==> config.mk <==
export PLATFORM = sky130hd
export DESIGN_NAME = xor_sprite_framebuffer_flat
export DESIGN_NICKNAME = d
export VERILOG_FILES = /design/src/xsf_pkg.sv /design/src/xsf_if.sv /design/src/xor_sprite_framebuffer.sv /design/src/xsf_modsub.sv /design/src/flat_wrapper.sv
export SDC_FILE = /design/constraint.sdc
export NUM_CORES = 2
export LEC_CHECK = 0
export BUFFER_PORTS_ARGS = -buffer_cell sky130_fd_sc_hd__buf_2
export CORE_ASPECT_RATIO = 1.5
export CORE_UTILIZATION = 58
export CTS_CLUSTER_SIZE = 30
export DETAILED_ROUTE_END_ITERATION = 12
export PLACE_DENSITY_LB_ADDON = 0.08
export SYNTH_ARGS = -nofsm -noshare
export SYNTH_HDL_FRONTEND = slang
export SYNTH_SLANG_ARGS = --single-unit
==> constraint.sdc <==
create_clock -name clk -period 9.5 [get_ports clk]
set_clock_uncertainty 0.2 [all_clocks]
set_input_delay 0.475 -clock clk [delete_from_list [all_inputs] [get_ports clk]]
set_output_delay 0.475 -clock clk [all_outputs]
set_load 0.005 [all_outputs]
==> src/xsf_pkg.sv <==
`default_nettype none
// ----------------------------------------------------------------------------
// xsf_pkg: shared types and constants for the XOR sprite frame buffer
// Display geometry, field widths, item codes and sequencer states.
// ----------------------------------------------------------------------------
package xsf_pkg;

    // Display geometry: width 8..64, height 8..32
    localparam int DISPLAY_WIDTH  = 64;
    localparam int DISPLAY_HEIGHT = 32;

    // Field widths of the channel words
    localparam int KIND_W     = 2;
    localparam int SPRITE_W   = 8;
    localparam int POS_W      = 8;
    localparam int SEL_W      = 5;
    localparam int ROW_BITS_W = 64;

    // Internal index widths
    localparam int COL_W  = $clog2(DISPLAY_WIDTH);
    localparam int LINE_W = $clog2(DISPLAY_HEIGHT);

    // Modulo reduction by restoring compare-subtract: the smallest modulus
    // is 8, so an 8-bit value needs multiples shifted by 4 down to 0.
    localparam int MIN_MODULUS = 8;
    localparam int RED_STEPS   = POS_W - $clog2(MIN_MODULUS);
    localparam int STEP_W      = $clog2(RED_STEPS);
    localparam int MOD_MAX     = (DISPLAY_WIDTH > DISPLAY_HEIGHT) ? DISPLAY_WIDTH
                                                                  : DISPLAY_HEIGHT;
    localparam int RED_W       = $clog2(MOD_MAX + 1) + RED_STEPS - 1;

    // Last pixel index of a sprite row
    localparam int PIX_W = $clog2(SPRITE_W);
    localparam logic [PIX_W-1:0] PIX_LAST = PIX_W'(SPRITE_W - 1);

    typedef logic [RED_W-1:0] red_t;

    // Input item codes
    localparam logic [KIND_W-1:0] KIND_DRAW  = 2'd0;
    localparam logic [KIND_W-1:0] KIND_CLEAR = 2'd1;
    localparam logic [KIND_W-1:0] KIND_READ  = 2'd2;

    // Result codes
    localparam logic RES_COLLISION = 1'b0;
    localparam logic RES_ROW       = 1'b1;

    typedef enum logic [3:0] {
        S_IDLE,
        S_RED_X,
        S_RED_Y,
        S_RED_SEL,
        S_RD,
        S_LOAD,
        S_PIX,
        S_WR,
        S_RESP
    } state_t;

endpackage
`default_nettype wire

==> src/xsf_if.sv <==
`default_nettype none
// ----------------------------------------------------------------------------
// xsf_if: valid/ready channels of the XOR sprite frame buffer
// Item channel and result channel, each with source and sink modports.
// ----------------------------------------------------------------------------
interface xsf_in_if;
    logic                         valid;
    logic                         ready;
    logic [xsf_pkg::KIND_W-1:0]   kind;
    logic [xsf_pkg::SPRITE_W-1:0] sprite_row;
    logic [xsf_pkg::POS_W-1:0]    x_pos;
    logic [xsf_pkg::POS_W-1:0]    y_pos;
    logic                         first_row;
    logic                         last_row;
    logic [xsf_pkg::SEL_W-1:0]    row_select;

    modport source (
        output valid, kind, sprite_row, x_pos, y_pos, first_row, last_row, row_select,
        input  ready
    );
    modport sink (
        input  valid, kind, sprite_row, x_pos, y_pos, first_row, last_row, row_select,
        output ready
    );
endinterface

interface xsf_out_if;
    logic                           valid;
    logic                           ready;
    logic                           result_kind;
    logic                           collision;
    logic [xsf_pkg::ROW_BITS_W-1:0] row_bits;

    modport source (
        output valid, result_kind, collision, row_bits,
        input  ready
    );
    modport sink (
        input  valid, result_kind, collision, row_bits,
        output ready
    );
endinterface
`default_nettype wire

==> src/xor_sprite_framebuffer.sv <==
`default_nettype none
// ----------------------------------------------------------------------------
// xor_sprite_framebuffer: one-bit frame store drawn with XORed sprite rows
// A draw row runs the read, load, pixel and write states, a first row after
// reducing x and y; a read reduces its row number, reads and replies; a clear
// is done on accept. One item at a time: the next item is taken only after
// the previous finishes; the 8-pixel loop and 5-step reduction share one unit.
// Reset: asynchronous; all rows read as cleared at once through row valid bits.
// ----------------------------------------------------------------------------
module xor_sprite_framebuffer (
    input  logic       clk,
    input  logic       rst_n,
    xsf_in_if.sink     din,
    xsf_out_if.source  dout
);
    import xsf_pkg::*;

    // Sequencer
    state_t state_reg, state_next;

    // Latched item
    logic [KIND_W-1:0]   kind_reg, kind_next;
    logic [SPRITE_W-1:0] sprite_reg, sprite_next;
    logic [POS_W-1:0]    y_reg, y_next;
    logic                last_reg, last_next;

    // Reduction and pixel loop counters
    red_t                val_reg, val_next;
    logic [STEP_W-1:0]   step_reg, step_next;
    logic [PIX_W-1:0]    pix_reg, pix_next;

    // Drawing state
    logic [COL_W-1:0]    col_reg, col_next;
    logic [COL_W-1:0]    pcol_reg, pcol_next;
    logic [LINE_W-1:0]   line_reg, line_next;
    logic [LINE_W-1:0]   addr_reg, addr_next;
    logic                hit_reg, hit_next;
    logic [DISPLAY_WIDTH-1:0] word_reg, word_next;

    // Frame store: a row is zero until written after reset or clear
    logic [DISPLAY_WIDTH-1:0] mem [DISPLAY_HEIGHT];
    logic [DISPLAY_HEIGHT-1:0] row_valid_reg;
    logic [DISPLAY_WIDTH-1:0] rd_data_reg;
    logic                rd_valid_reg;
    logic [LINE_W-1:0]   rd_addr;
    logic                mem_we;
    logic                valid_clear;

    // Result register
    logic                out_valid_reg, out_valid_next;
    logic                out_kind_reg, out_kind_next;
    logic                out_coll_reg, out_coll_next;
    logic [ROW_BITS_W-1:0] out_row_reg, out_row_next;
    logic                out_free;

    // Shared compare-subtract unit
    red_t                unit_val;
    red_t                unit_mod;
    red_t                unit_out;

    logic                in_fire;
    logic                step_done;

    localparam red_t MOD_COL  = red_t'(DISPLAY_WIDTH);
    localparam red_t MOD_LINE = red_t'(DISPLAY_HEIGHT);
    localparam logic [STEP_W-1:0] STEP_FIRST = STEP_W'(RED_STEPS - 1);

    assign din.ready  = (state_reg == S_IDLE);
    assign in_fire    = din.valid && din.ready;
    assign out_free   = !out_valid_reg || dout.ready;
    assign step_done  = (step_reg == '0);
    assign rd_addr    = (kind_reg == KIND_DRAW) ? line_reg : addr_reg;

    assign dout.valid       = out_valid_reg;
    assign dout.result_kind = out_kind_reg;
    assign dout.collision   = out_coll_reg;
    assign dout.row_bits    = out_row_reg;

    xsf_modsub u_modsub (
        .value   (unit_val),
        .modulus (unit_mod),
        .result  (unit_out)
    );

    // Operand select for the shared unit: reduction steps use shifted
    // multiples of the modulus; column and line advance use the modulus itself.
    always_comb
    begin
        case (state_reg)
            S_RED_X:
            begin
                unit_val = val_reg;
                unit_mod = MOD_COL << step_reg;
            end
            S_RED_Y, S_RED_SEL:
            begin
                unit_val = val_reg;
                unit_mod = MOD_LINE << step_reg;
            end
            S_PIX:
            begin
                unit_val = red_t'(pcol_reg) + red_t'(1);
                unit_mod = MOD_COL;
            end
            S_WR:
            begin
                unit_val = red_t'(line_reg) + red_t'(1);
                unit_mod = MOD_LINE;
            end
            default:
            begin
                unit_val = val_reg;
                unit_mod = MOD_COL;
            end
        endcase
    end

    // Next state
    always_comb
    begin
        state_next = state_reg;
        case (state_reg)
            S_IDLE:
            begin
                if (in_fire)
                begin
                    case (din.kind)
                        KIND_DRAW: state_next = din.first_row ? S_RED_X : S_RD;
                        KIND_READ: state_next = S_RED_SEL;
                        default:   state_next = S_IDLE;
                    endcase
                end
            end
            S_RED_X:
            begin
                if (step_done)
                    state_next = S_RED_Y;
            end
            S_RED_Y, S_RED_SEL:
            begin
                if (step_done)
                    state_next = S_RD;
            end
            S_RD:
            begin
                state_next = S_LOAD;
            end
            S_LOAD:
            begin
                state_next = (kind_reg == KIND_DRAW) ? S_PIX : S_RESP;
            end
            S_PIX:
            begin
                if (pix_reg == PIX_LAST)
                    state_next = S_WR;
            end
            S_WR:
            begin
                if (!last_reg || out_free)
                    state_next = S_IDLE;
            end
            S_RESP:
            begin
                if (out_free)
                    state_next = S_IDLE;
            end
            default:
            begin
                state_next = S_IDLE;
            end
        endcase
    end

    // Datapath and outputs
    always_comb
    begin
        kind_next      = kind_reg;
        sprite_next    = sprite_reg;
        y_next         = y_reg;
        last_next      = last_reg;
        val_next       = val_reg;
        step_next      = step_reg;
        pix_next       = pix_reg;
        col_next       = col_reg;
        pcol_next      = pcol_reg;
        line_next      = line_reg;
        addr_next      = addr_reg;
        hit_next       = hit_reg;
        word_next      = word_reg;
        mem_we         = 1'b0;
        valid_clear    = 1'b0;
        out_valid_next = out_valid_reg && !dout.ready;
        out_kind_next  = out_kind_reg;
        out_coll_next  = out_coll_reg;
        out_row_next   = out_row_reg;

        case (state_reg)
            S_IDLE:
            begin
                if (in_fire)
                begin
                    // Latch the item; seed the reduction with x or the row number
                    kind_next   = din.kind;
                    sprite_next = din.sprite_row;
                    y_next      = din.y_pos;
                    last_next   = din.last_row;
                    step_next   = STEP_FIRST;
                    val_next    = (din.kind == KIND_DRAW) ? red_t'(din.x_pos)
                                                          : red_t'(din.row_select);
                    if (din.kind == KIND_CLEAR)
                        valid_clear = 1'b1;
                end
            end
            S_RED_X:
            begin
                val_next  = unit_out;
                step_next = step_reg - STEP_W'(1);
                if (step_done)
                begin
                    // Start column done; reduce y next
                    col_next  = unit_out[COL_W-1:0];
                    val_next  = red_t'(y_reg);
                    step_next = STEP_FIRST;
                end
            end
            S_RED_Y:
            begin
                val_next  = unit_out;
                step_next = step_reg - STEP_W'(1);
                if (step_done)
                begin
                    line_next = unit_out[LINE_W-1:0];
                    hit_next  = 1'b0;
                end
            end
            S_RED_SEL:
            begin
                val_next  = unit_out;
                step_next = step_reg - STEP_W'(1);
                if (step_done)
                    addr_next = unit_out[LINE_W-1:0];
            end
            S_LOAD:
            begin
                // Start the pixel walk at the start column; keep that column
                word_next = rd_valid_reg ? rd_data_reg : '0;
                pix_next  = '0;
                pcol_next = col_reg;
            end
            S_PIX:
            begin
                // One pixel per cycle, leftmost first; column wraps in the unit
                pix_next  = pix_reg + PIX_W'(1);
                pcol_next = unit_out[COL_W-1:0];
                if (sprite_reg[PIX_LAST - pix_reg])
                begin
                    hit_next            = hit_reg | word_reg[pcol_reg];
                    word_next[pcol_reg] = ~word_reg[pcol_reg];
                end
            end
            S_WR:
            begin
                // Hold until the result register is free when a report is due
                if (!last_reg || out_free)
                begin
                    mem_we    = 1'b1;
                    line_next = unit_out[LINE_W-1:0];
                    if (last_reg)
                    begin
                        out_valid_next = 1'b1;
                        out_kind_next  = RES_COLLISION;
                        out_coll_next  = hit_reg;
                        out_row_next   = '0;
                    end
                end
            end
            S_RESP:
            begin
                if (out_free)
                begin
                    out_valid_next = 1'b1;
                    out_kind_next  = RES_ROW;
                    out_coll_next  = 1'b0;
                    out_row_next   = ROW_BITS_W'(word_reg);
                end
            end
            default:
            begin
            end
        endcase
    end

    // Control registers
    always_ff @(posedge clk or negedge rst_n)
    begin
        if (!rst_n)
        begin
            state_reg     <= S_IDLE;
            out_valid_reg <= 1'b0;
            col_reg       <= '0;
            line_reg      <= '0;
            hit_reg       <= 1'b0;
            row_valid_reg <= '0;
        end
        else
        begin
            state_reg     <= state_next;
            out_valid_reg <= out_valid_next;
            col_reg       <= col_next;
            line_reg      <= line_next;
            hit_reg       <= hit_next;
            if (valid_clear)
                row_valid_reg <= '0;
            else if (mem_we)
                row_valid_reg[line_reg] <= 1'b1;
        end
    end

    // Payload registers
    always_ff @(posedge clk)
    begin
        kind_reg     <= kind_next;
        sprite_reg   <= sprite_next;
        y_reg        <= y_next;
        last_reg     <= last_next;
        val_reg      <= val_next;
        step_reg     <= step_next;
        pix_reg      <= pix_next;
        pcol_reg     <= pcol_next;
        addr_reg     <= addr_next;
        word_reg     <= word_next;
        out_kind_reg <= out_kind_next;
        out_coll_reg <= out_coll_next;
        out_row_reg  <= out_row_next;
    end

    // Frame store: one write port, one registered read port
    always_ff @(posedge clk)
    begin
        if (mem_we)
            mem[line_reg] <= word_reg;
        if (state_reg == S_RD)
        begin
            rd_data_reg  <= mem[rd_addr];
            rd_valid_reg <= row_valid_reg[rd_addr];
        end
    end

endmodule
`default_nettype wire

==> src/xsf_modsub.sv <==
`default_nettype none
// ----------------------------------------------------------------------------
// xsf_modsub: shared compare-subtract unit
// Subtract the modulus when the value reaches it; one reduction step.
// ----------------------------------------------------------------------------
module xsf_modsub (
    input  xsf_pkg::red_t value,
    input  xsf_pkg::red_t modulus,
    output xsf_pkg::red_t result
);
    import xsf_pkg::*;

    red_t diff;

    assign diff   = value - modulus;
    assign result = (value >= modulus) ? diff : value;

endmodule
`default_nettype wire

==> src/flat_wrapper.sv <==
// flat-port wrapper written by rule: the top's interface ports become plain ports
module xor_sprite_framebuffer_flat import xsf_pkg::*;
  (clk, rst_n, din_valid, din_kind, din_sprite_row, din_x_pos, din_y_pos, din_first_row, din_last_row, din_row_select, din_ready, dout_valid, dout_result_kind, dout_collision, dout_row_bits, dout_ready);
  xsf_in_if din_i ();
  xsf_out_if dout_i ();
  input  logic clk;
  input  logic rst_n;
  input wire logic [$bits(din_i.valid)-1:0] din_valid;
  input wire logic [$bits(din_i.kind)-1:0] din_kind;
  input wire logic [$bits(din_i.sprite_row)-1:0] din_sprite_row;
  input wire logic [$bits(din_i.x_pos)-1:0] din_x_pos;
  input wire logic [$bits(din_i.y_pos)-1:0] din_y_pos;
  input wire logic [$bits(din_i.first_row)-1:0] din_first_row;
  input wire logic [$bits(din_i.last_row)-1:0] din_last_row;
  input wire logic [$bits(din_i.row_select)-1:0] din_row_select;
  output wire logic [$bits(din_i.ready)-1:0] din_ready;
  output wire logic [$bits(dout_i.valid)-1:0] dout_valid;
  output wire logic [$bits(dout_i.result_kind)-1:0] dout_result_kind;
  output wire logic [$bits(dout_i.collision)-1:0] dout_collision;
  output wire logic [$bits(dout_i.row_bits)-1:0] dout_row_bits;
  input wire logic [$bits(dout_i.ready)-1:0] dout_ready;
  assign din_i.valid = din_valid;
  assign din_i.kind = din_kind;
  assign din_i.sprite_row = din_sprite_row;
  assign din_i.x_pos = din_x_pos;
  assign din_i.y_pos = din_y_pos;
  assign din_i.first_row = din_first_row;
  assign din_i.last_row = din_last_row;
  assign din_i.row_select = din_row_select;
  assign din_ready = din_i.ready;
  assign dout_valid = dout_i.valid;
  assign dout_result_kind = dout_i.result_kind;
  assign dout_collision = dout_i.collision;
  assign dout_row_bits = dout_i.row_bits;
  assign dout_i.ready = dout_ready;
  xor_sprite_framebuffer u_core (.clk(clk), .rst_n(rst_n), .din(din_i), .dout(dout_i));
endmodule
---- Word-level counts from Yosys, hierarchy flattened ----
Memory sizes are Yosys's and may differ from the RTL's. A register that Yosys moved wholly into a read port is not among the register bits.
Cells that the tools add are included.
storage, ports and cells
  input bits .............................. 37
  register bits ........................... 227
  output and inout port bits .............. 68
  memories ................................ 1
  memory bits (writable) .................. 2048
  word-level logic and storage cells ...... 156
memory list
  memory      depth  width  rd ports  clocked after Yosys merged registers in  write ports  line                          source
  u_core.mem  32     64     1         1                                        1            xor_sprite_framebuffer.sv:41  logic [DISPLAY_WIDTH-1:0] mem [DISPLAY_HEIGHT];
operators by class
  reduce and logical (&&, ||, !) cells .... 29
  multiplexer cells ....................... 68
  $lt $le $gt $ge ......................... 7
  shifts and indexed selects .............. 2
  add/subtract/negate cells ............... 6
  bitwise operators ....................... 3
  equal/unequal tests ..................... 20
operator list
  cell                                                                      number
  64-bit two-way mux                                                        5
  64-bit case mux with 2 select lines                                       2
  11-bit case mux with 3 select lines                                       2
  64-bit bitwise mux                                                        1
  32-bit two-way mux                                                        2
  11-bit two-way mux                                                        3
  32-bit OR                                                                 1
  4-bit case mux with 8 select lines                                        1
  4-bit two-way mux                                                         7
  1-bit two-way mux                                                         23
  11-bit case mux with 2 select lines                                       1
  4-bit by 3-bit == test with 1-bit output (second input constant)          4
  2-bit by 1-bit inequality test with 1-bit output (second input constant)  8
  5-bit two-way mux                                                         3
  5-bit by 6-bit < comparator with 1-bit output (second input constant)     2
  6-bit case mux with 2 select lines                                        1
  11-bit greater-or-equal comparator                                        1
  6-bit by 3-bit << shifter with 11-bit output (first input constant)       1
  7-bit by 3-bit << shifter with 11-bit output (first input constant)       1
  11-bit subtractor                                                         1
  5-bit case mux with 2 select lines                                        1
  2-bit AND reduction                                                       5
  2-bit nonzero test                                                        5
  3-bit two-way mux                                                         3
  39 further kinds                                                          51

---- Depth between registers and ports, before layout ----
  depth in word-level cells ............... 7
  gate-level depth with buffers ........... 16
  gate-level depth less buffers ........... 12

---- By module ----
From an unflattened synthesis, not the netlist that was laid out.
unflattened totals
  cells, all modules ...................... 4601
  area total of the unflattened synthesis .. 91163.7 sq um
by module, submodules not included
  module                  cells each  area each (sq um)  times used
  xor_sprite_framebuffer  4496        90354.2            1
  xsf_modsub              105         809.5              1

---- Worst setup path after synthesis ----
Ideal clock, no wire load.
  path type ............................... register to register
  start point ............................. register u_core.state_reg[0]
  end point ............................... register u_core.rd_data_reg[0] (read register of u_core.mem) (enable)
  clock period less this slack ............ 6.047 ns
  cell stages (with the launch flop) ...... 4
  arrival ................................. 5.279 ns
  slack ................................... 3.453 ns
  library setup time ...................... 0.568 ns
  data required time ...................... 8.732 ns
  cells stage by stage .................... dfrtp_1 clkbuf_1 clkbuf_1 nor3_1
between the ends
  word-level cells in the longest chain between the ends .. 1
RTL lines
  what                                      line                           source
  from (decl)                               xor_sprite_framebuffer.sv:19   state_t state_reg, state_next;
  from (signal assigned)                    xor_sprite_framebuffer.sv:307  state_reg <= state_next;
  4-bit by 3-bit == test with 1-bit output  xor_sprite_framebuffer.sv:342  if (state_reg == S_RD)
  to (decl)                                 xor_sprite_framebuffer.sv:43   logic [DISPLAY_WIDTH-1:0] rd_data_reg;
No other way between the ends.
A chain may end at the register's enable or synchronous reset.

---- Worst setup path in the final report ----
  start point ............................. register u_core.state_reg[1]
  end point ............................... memory u_core.mem[21][20] (enable)
between the ends
  word-level cells in the longest chain between the ends .. 4
RTL lines
  what                                      line                           source
  4-bit by 3-bit == test with 1-bit output  xor_sprite_framebuffer.sv:197  case (state_reg)
  1-bit two-way mux                         xor_sprite_framebuffer.sv:197
  1-bit two-way mux                         xor_sprite_framebuffer.sv:340  if (mem_we)
  1-bit two-way mux (not written as such)   xor_sprite_framebuffer.sv:341  mem[line_reg] <= word_reg;
  to (decl)                                 xor_sprite_framebuffer.sv:41
No other way between the ends.

==> results.txt <==
The flow ran to the end, and the final reports show no timing, DRC or antenna violations. The initial antenna violation count is 8. The number of buffers added on ports is 104. The prevailing post-synth register cell is sky130_fd_sc_hd__edfxtp_1. The width of the die came out at 326.7 microns. Once layout is complete, the utilization of the core stands at 0.6498. The data arrival time of the worst path is 5.44 ns.

The peak fanout along the critical path is 41. The count of warnings emitted by yosys came out at 0. The flip-flop count of the largest register after layout is approximately 2,000. STA classifies the critical path endpoint as a flop.

The number of synthesized register bits is 2,339. Wires add up to 257.2 mm. Using the TritonRoute via totals, the vias-per-cell ratio works out to ~6.6. The number of rows in the core area is between 150 and 200.

The final cycle utilization of the critical path is 0.5454. For this run, the number of standard cells in the final layout without fillers is 8,068. The number of clock buffers added by TritonCTS is 204. The peak per-stage delay on the critical path is 1.13 ns.

Traced cell by cell, the critical path runs through and3b_1 > nand2_1 > a21oi_1 > nand2_1 > nor2_4 > buf_4. The worst path needs 5.182 ns of the cycle, external delays included. Sorting the synthesized cells by area gives the leading types as sky130_fd_sc_hd__edfxtp_1 (75%), sky130_fd_sc_hd__mux2i_1 (4.5%), sky130_fd_sc_hd__nand2_1 (3.9%), sky130_fd_sc_hd__mux4_2 (3.0%), sky130_fd_sc_hd__a32oi_1 (1.5%). The die outline height came out at 489.0 microns. The post-layout net count is 5,874. The number of distinct library cells after synthesis is 75. The tool flagged a number of max-cap violations equal to 0. The root buffer cell is sky130_fd_sc_hd__clkbuf_16.

The mean instance size in the synthesized netlist came out at 16.14 sq um. The number of design-rule violations left by the first detailed-router iteration came out at 7,451. The register containing the most flip-flops in the final layout is u_core.mem.

The via count of the first global-routing pass is 52,520. The post-CTS resize count is 0. The cell area after synthesis came out at 91,700 sq um. Across the whole layout, storage elements account for approximately 70,000 sq um.

In the post-synthesis netlist, the cell with the most instances is sky130_fd_sc_hd__edfxtp_1. The final-layout setup total negative slack is 0 ns. Dividing the detail-routed wire length by the instance count gives 31.87 microns. The count of final max-slew check failures came out at 0.

The power density relative to cell area is 238.6 nW/um^2. The slowest cell on the critical path is sky130_fd_sc_hd__nor2_4. The first-pass iteration count of the detailed router is 6. On the final layout, the worst hold slack is 0.1028 ns. The count of endpoints failing setup in the final report came out at 0.

In this run, placement finished with an instance count of 7,648. The share of synthesized registers carrying an async set or reset is 0.02095. Setup repair after global routing left no endpoint under its margin. The hold violation count in the final report is 0. The worst-skew pair later-pin latency came out at 0.87 ns. The worst ir drop on vdd is 0.0001988 V. Of the cells placed in the final design, the portion with a size suffix greater than 1 is 0.1336. For this run, the total global-route usage over all layers was measured as 0.3222. The number of primary I/O pins is 105.

The core region is 156,800 sq um. TritonCTS built the clock tree. The completed layout was analyzed and its total power is 24.31 mW. The min-delay analysis places its worst path in the category primary input to async pin. Among cell families on the critical path, the largest total delay comes from simple AND/OR/NAND/NOR gates. STA classifies the critical path startpoint as a flop.

Of the synthesized area, sequential elements account for 0.7632. The cell repeated most along the worst path is sky130_fd_sc_hd__nand2_1. The die area came out at roughly 160,000 sq um. The buffering stage count on the worst path with inverters included came out at 1.

The top cell type by total area after synthesis is sky130_fd_sc_hd__edfxtp_1. The initial standard-cell utilization of the core is 0.5849. The net count of the mapped netlist came out at 5,736. The number of vias after detailed routing came out at roughly 53,000. The required time at the worst-slack endpoint is 9.76 ns.

The number of DRC violations after detailed routing is 0. The commonest cells after synthesis are sky130_fd_sc_hd__edfxtp_1 (2,290), sky130_fd_sc_hd__nand2_1 (945), sky130_fd_sc_hd__mux2i_1 (408). The worst pin sits at a relative slew slack of 0.1062. The pin count of the biggest net entering global routing is 148. The pin slew with the least headroom to its limit came out at 1.341 ns. The count of antenna-violating nets left after detailed routing came out at 0. The synthesized instance count came out at 5,682.

The first-pass GRT wire length is 367.2 mm. The final weighted congestion of routability-driven global placement came out at 0.8766. In this run, synthesis inferred 2,290 flip-flops with an integrated enable. The layout overhead on the synthesized area came out at 11.11%.

Summing all multi-input logic gate instances after layout gives 20,450 sq um. The upper clock frequency limit is slightly below 200 MHz. The detailed placement HPWL is 139.3 mm. In this run the number of H-tree levels came out at 4.

The kind of critical path is flop to flop. The clock tree buffer depth is 3. The area fraction of the dominant cell type after synthesis is 0.7499. For this design the static power due to leakage is approximately 34 nW. The clock drives around 2,300 sinks. The clock-pin transition on the worst setup and hold timing paths came out at roughly 0.07 ns.

The number of inserted filler cells in the final layout came out at about 11,000. The leftover overflow at the end of global routing is 0.
[what timing repair did]
item | in CTS | in global routing
hold buffers | 36 | 0
hold endpoints to repair | 81 | 0
setup endpoints to repair | 0 | 0
buffers inserted | 0 | 0
[path summary, 6_finish.rpt]
check	from	endpoint	slack, ns	cells after the start
min in group clk	din_y_pos[1]	u_core.y_reg[1]	0.13	2
min reg2reg	u_core.col_reg[2]	u_core.col_reg[2]	0.28	2
max reg2reg	u_core.state_reg[1]	u_core.mem[21][20]	4.32	6
max in group asynchronous	rst_n	u_core.row_valid_reg[22]	8.46	3
min	rst_n	u_core.col_reg[1]	0.10	3
max	u_core.state_reg[1]	u_core.mem[21][20]	4.32	6
[where the power goes]
group / switching (mW) / internal [mW]
Sequential: 0.246 / 11.8
Combinational: 2.70 / 1.22
Clock: 3.73 / 4.58
[layout by cell type (no fill, tap or decap), drive strengths merged, types with 9 or more instances in the layout]
cell type | netlist | layout
edfxtp | 2290 | 2290
nand2 | 946 | 946
mux2i | 408 | 408
buf | 187 | 266
clkbuf | 183 | 257
nand3 | 256 | 256
a32oi | 154 | 154
nand4 | 146 | 146
mux4 | 123 | 123
o21ai | 122 | 122
o22ai | 118 | 118
a21oi | 112 | 112
nor2 | 109 | 109
clkinv | 0 | 93
and2 | 76 | 76
a22oi | 58 | 58
dfrtp | 49 | 49
o21a | 38 | 38
dlygate4sd3 | 0 | 36
o31ai | 34 | 34
mux2 | 29 | 29
nor2b | 22 | 22
inv | 14 | 22
a211oi | 20 | 20
bufinv | 0 | 20
a31oi | 19 | 19
a221o | 17 | 17
ha | 17 | 17
nor3 | 13 | 13
and3 | 12 | 12
nand3b | 9 | 9
[logic make-up (layout without fill, tap and decap cells)]
| family | count (synthesis) | in the layout | share of synthesized area |
|---|---|---|---|
| mux | 560 | 560 | 0.07830 |
| buf+inv | 384 | 698 | 0.01910 |
| fa+ha+maj | 17 | 17 | 0.002319 |
| flops | 2339 | 2339 | 0.7632 |
| other cells | 0 | 2 | 0 |
| xor+xnor | 9 | 9 | 0.0008596 |
| compound gates | 736 | 736 | 0.05616 |
| simple gates | 1637 | 1637 | 0.08002 |
[worst reg2reg max path, cell delays in order (launching register included)]
cell and delay (ns):
sky130_fd_sc_hd__dfrtp_1 0.67, sky130_fd_sc_hd__and3b_1 0.54, sky130_fd_sc_hd__nand2_1 0.13, sky130_fd_sc_hd__a21oi_1 0.52, sky130_fd_sc_hd__nand2_1 0.63, sky130_fd_sc_hd__nor2_4 1.13, sky130_fd_sc_hd__buf_4 0.87
[layer usage]
layer | wire [microns] | vias to the layer above | part of all wire | track usage
li1 | - | 22420 | - | -
met1 | 97460 | 27430 | 0.38 | 0.4356
met2 | 125400 | 2912 | 0.49 | 0.5282
met3 | 24410 | 520 | 0.095 | 0.05506
met4 | 9893 | 2 | 0.038 | 0.1213
met5 | 13 | - | 0.000051 | 0
[through the flow]
stage | setup WS (ns) | instance area [sq um]
floorplan | 3.453 | 91700
global placement | 4.514 | 94920
detailed placement | 4.455 | 94920
CTS | 4.421 | 101900
global route | 4.097 | 101900
finish | 4.318 | 101900
[area by class of cell]
| cell class | count | area share |
|---|---|---|
| diodes | 2 | 0.00004912 |
| clock buffers | 257 | 0.05296 |
| clock inverters | 125 | 0.01181 |
| inverters | 14 | 0.0005158 |
| multi-input cells | 2959 | 0.2007 |
| flip-flops and latches | 2339 | 0.6870 |
| well taps | 2070 | 0.02542 |
| repair buffers | 302 | 0.02156 |
(Power assumes the default switching activity.)
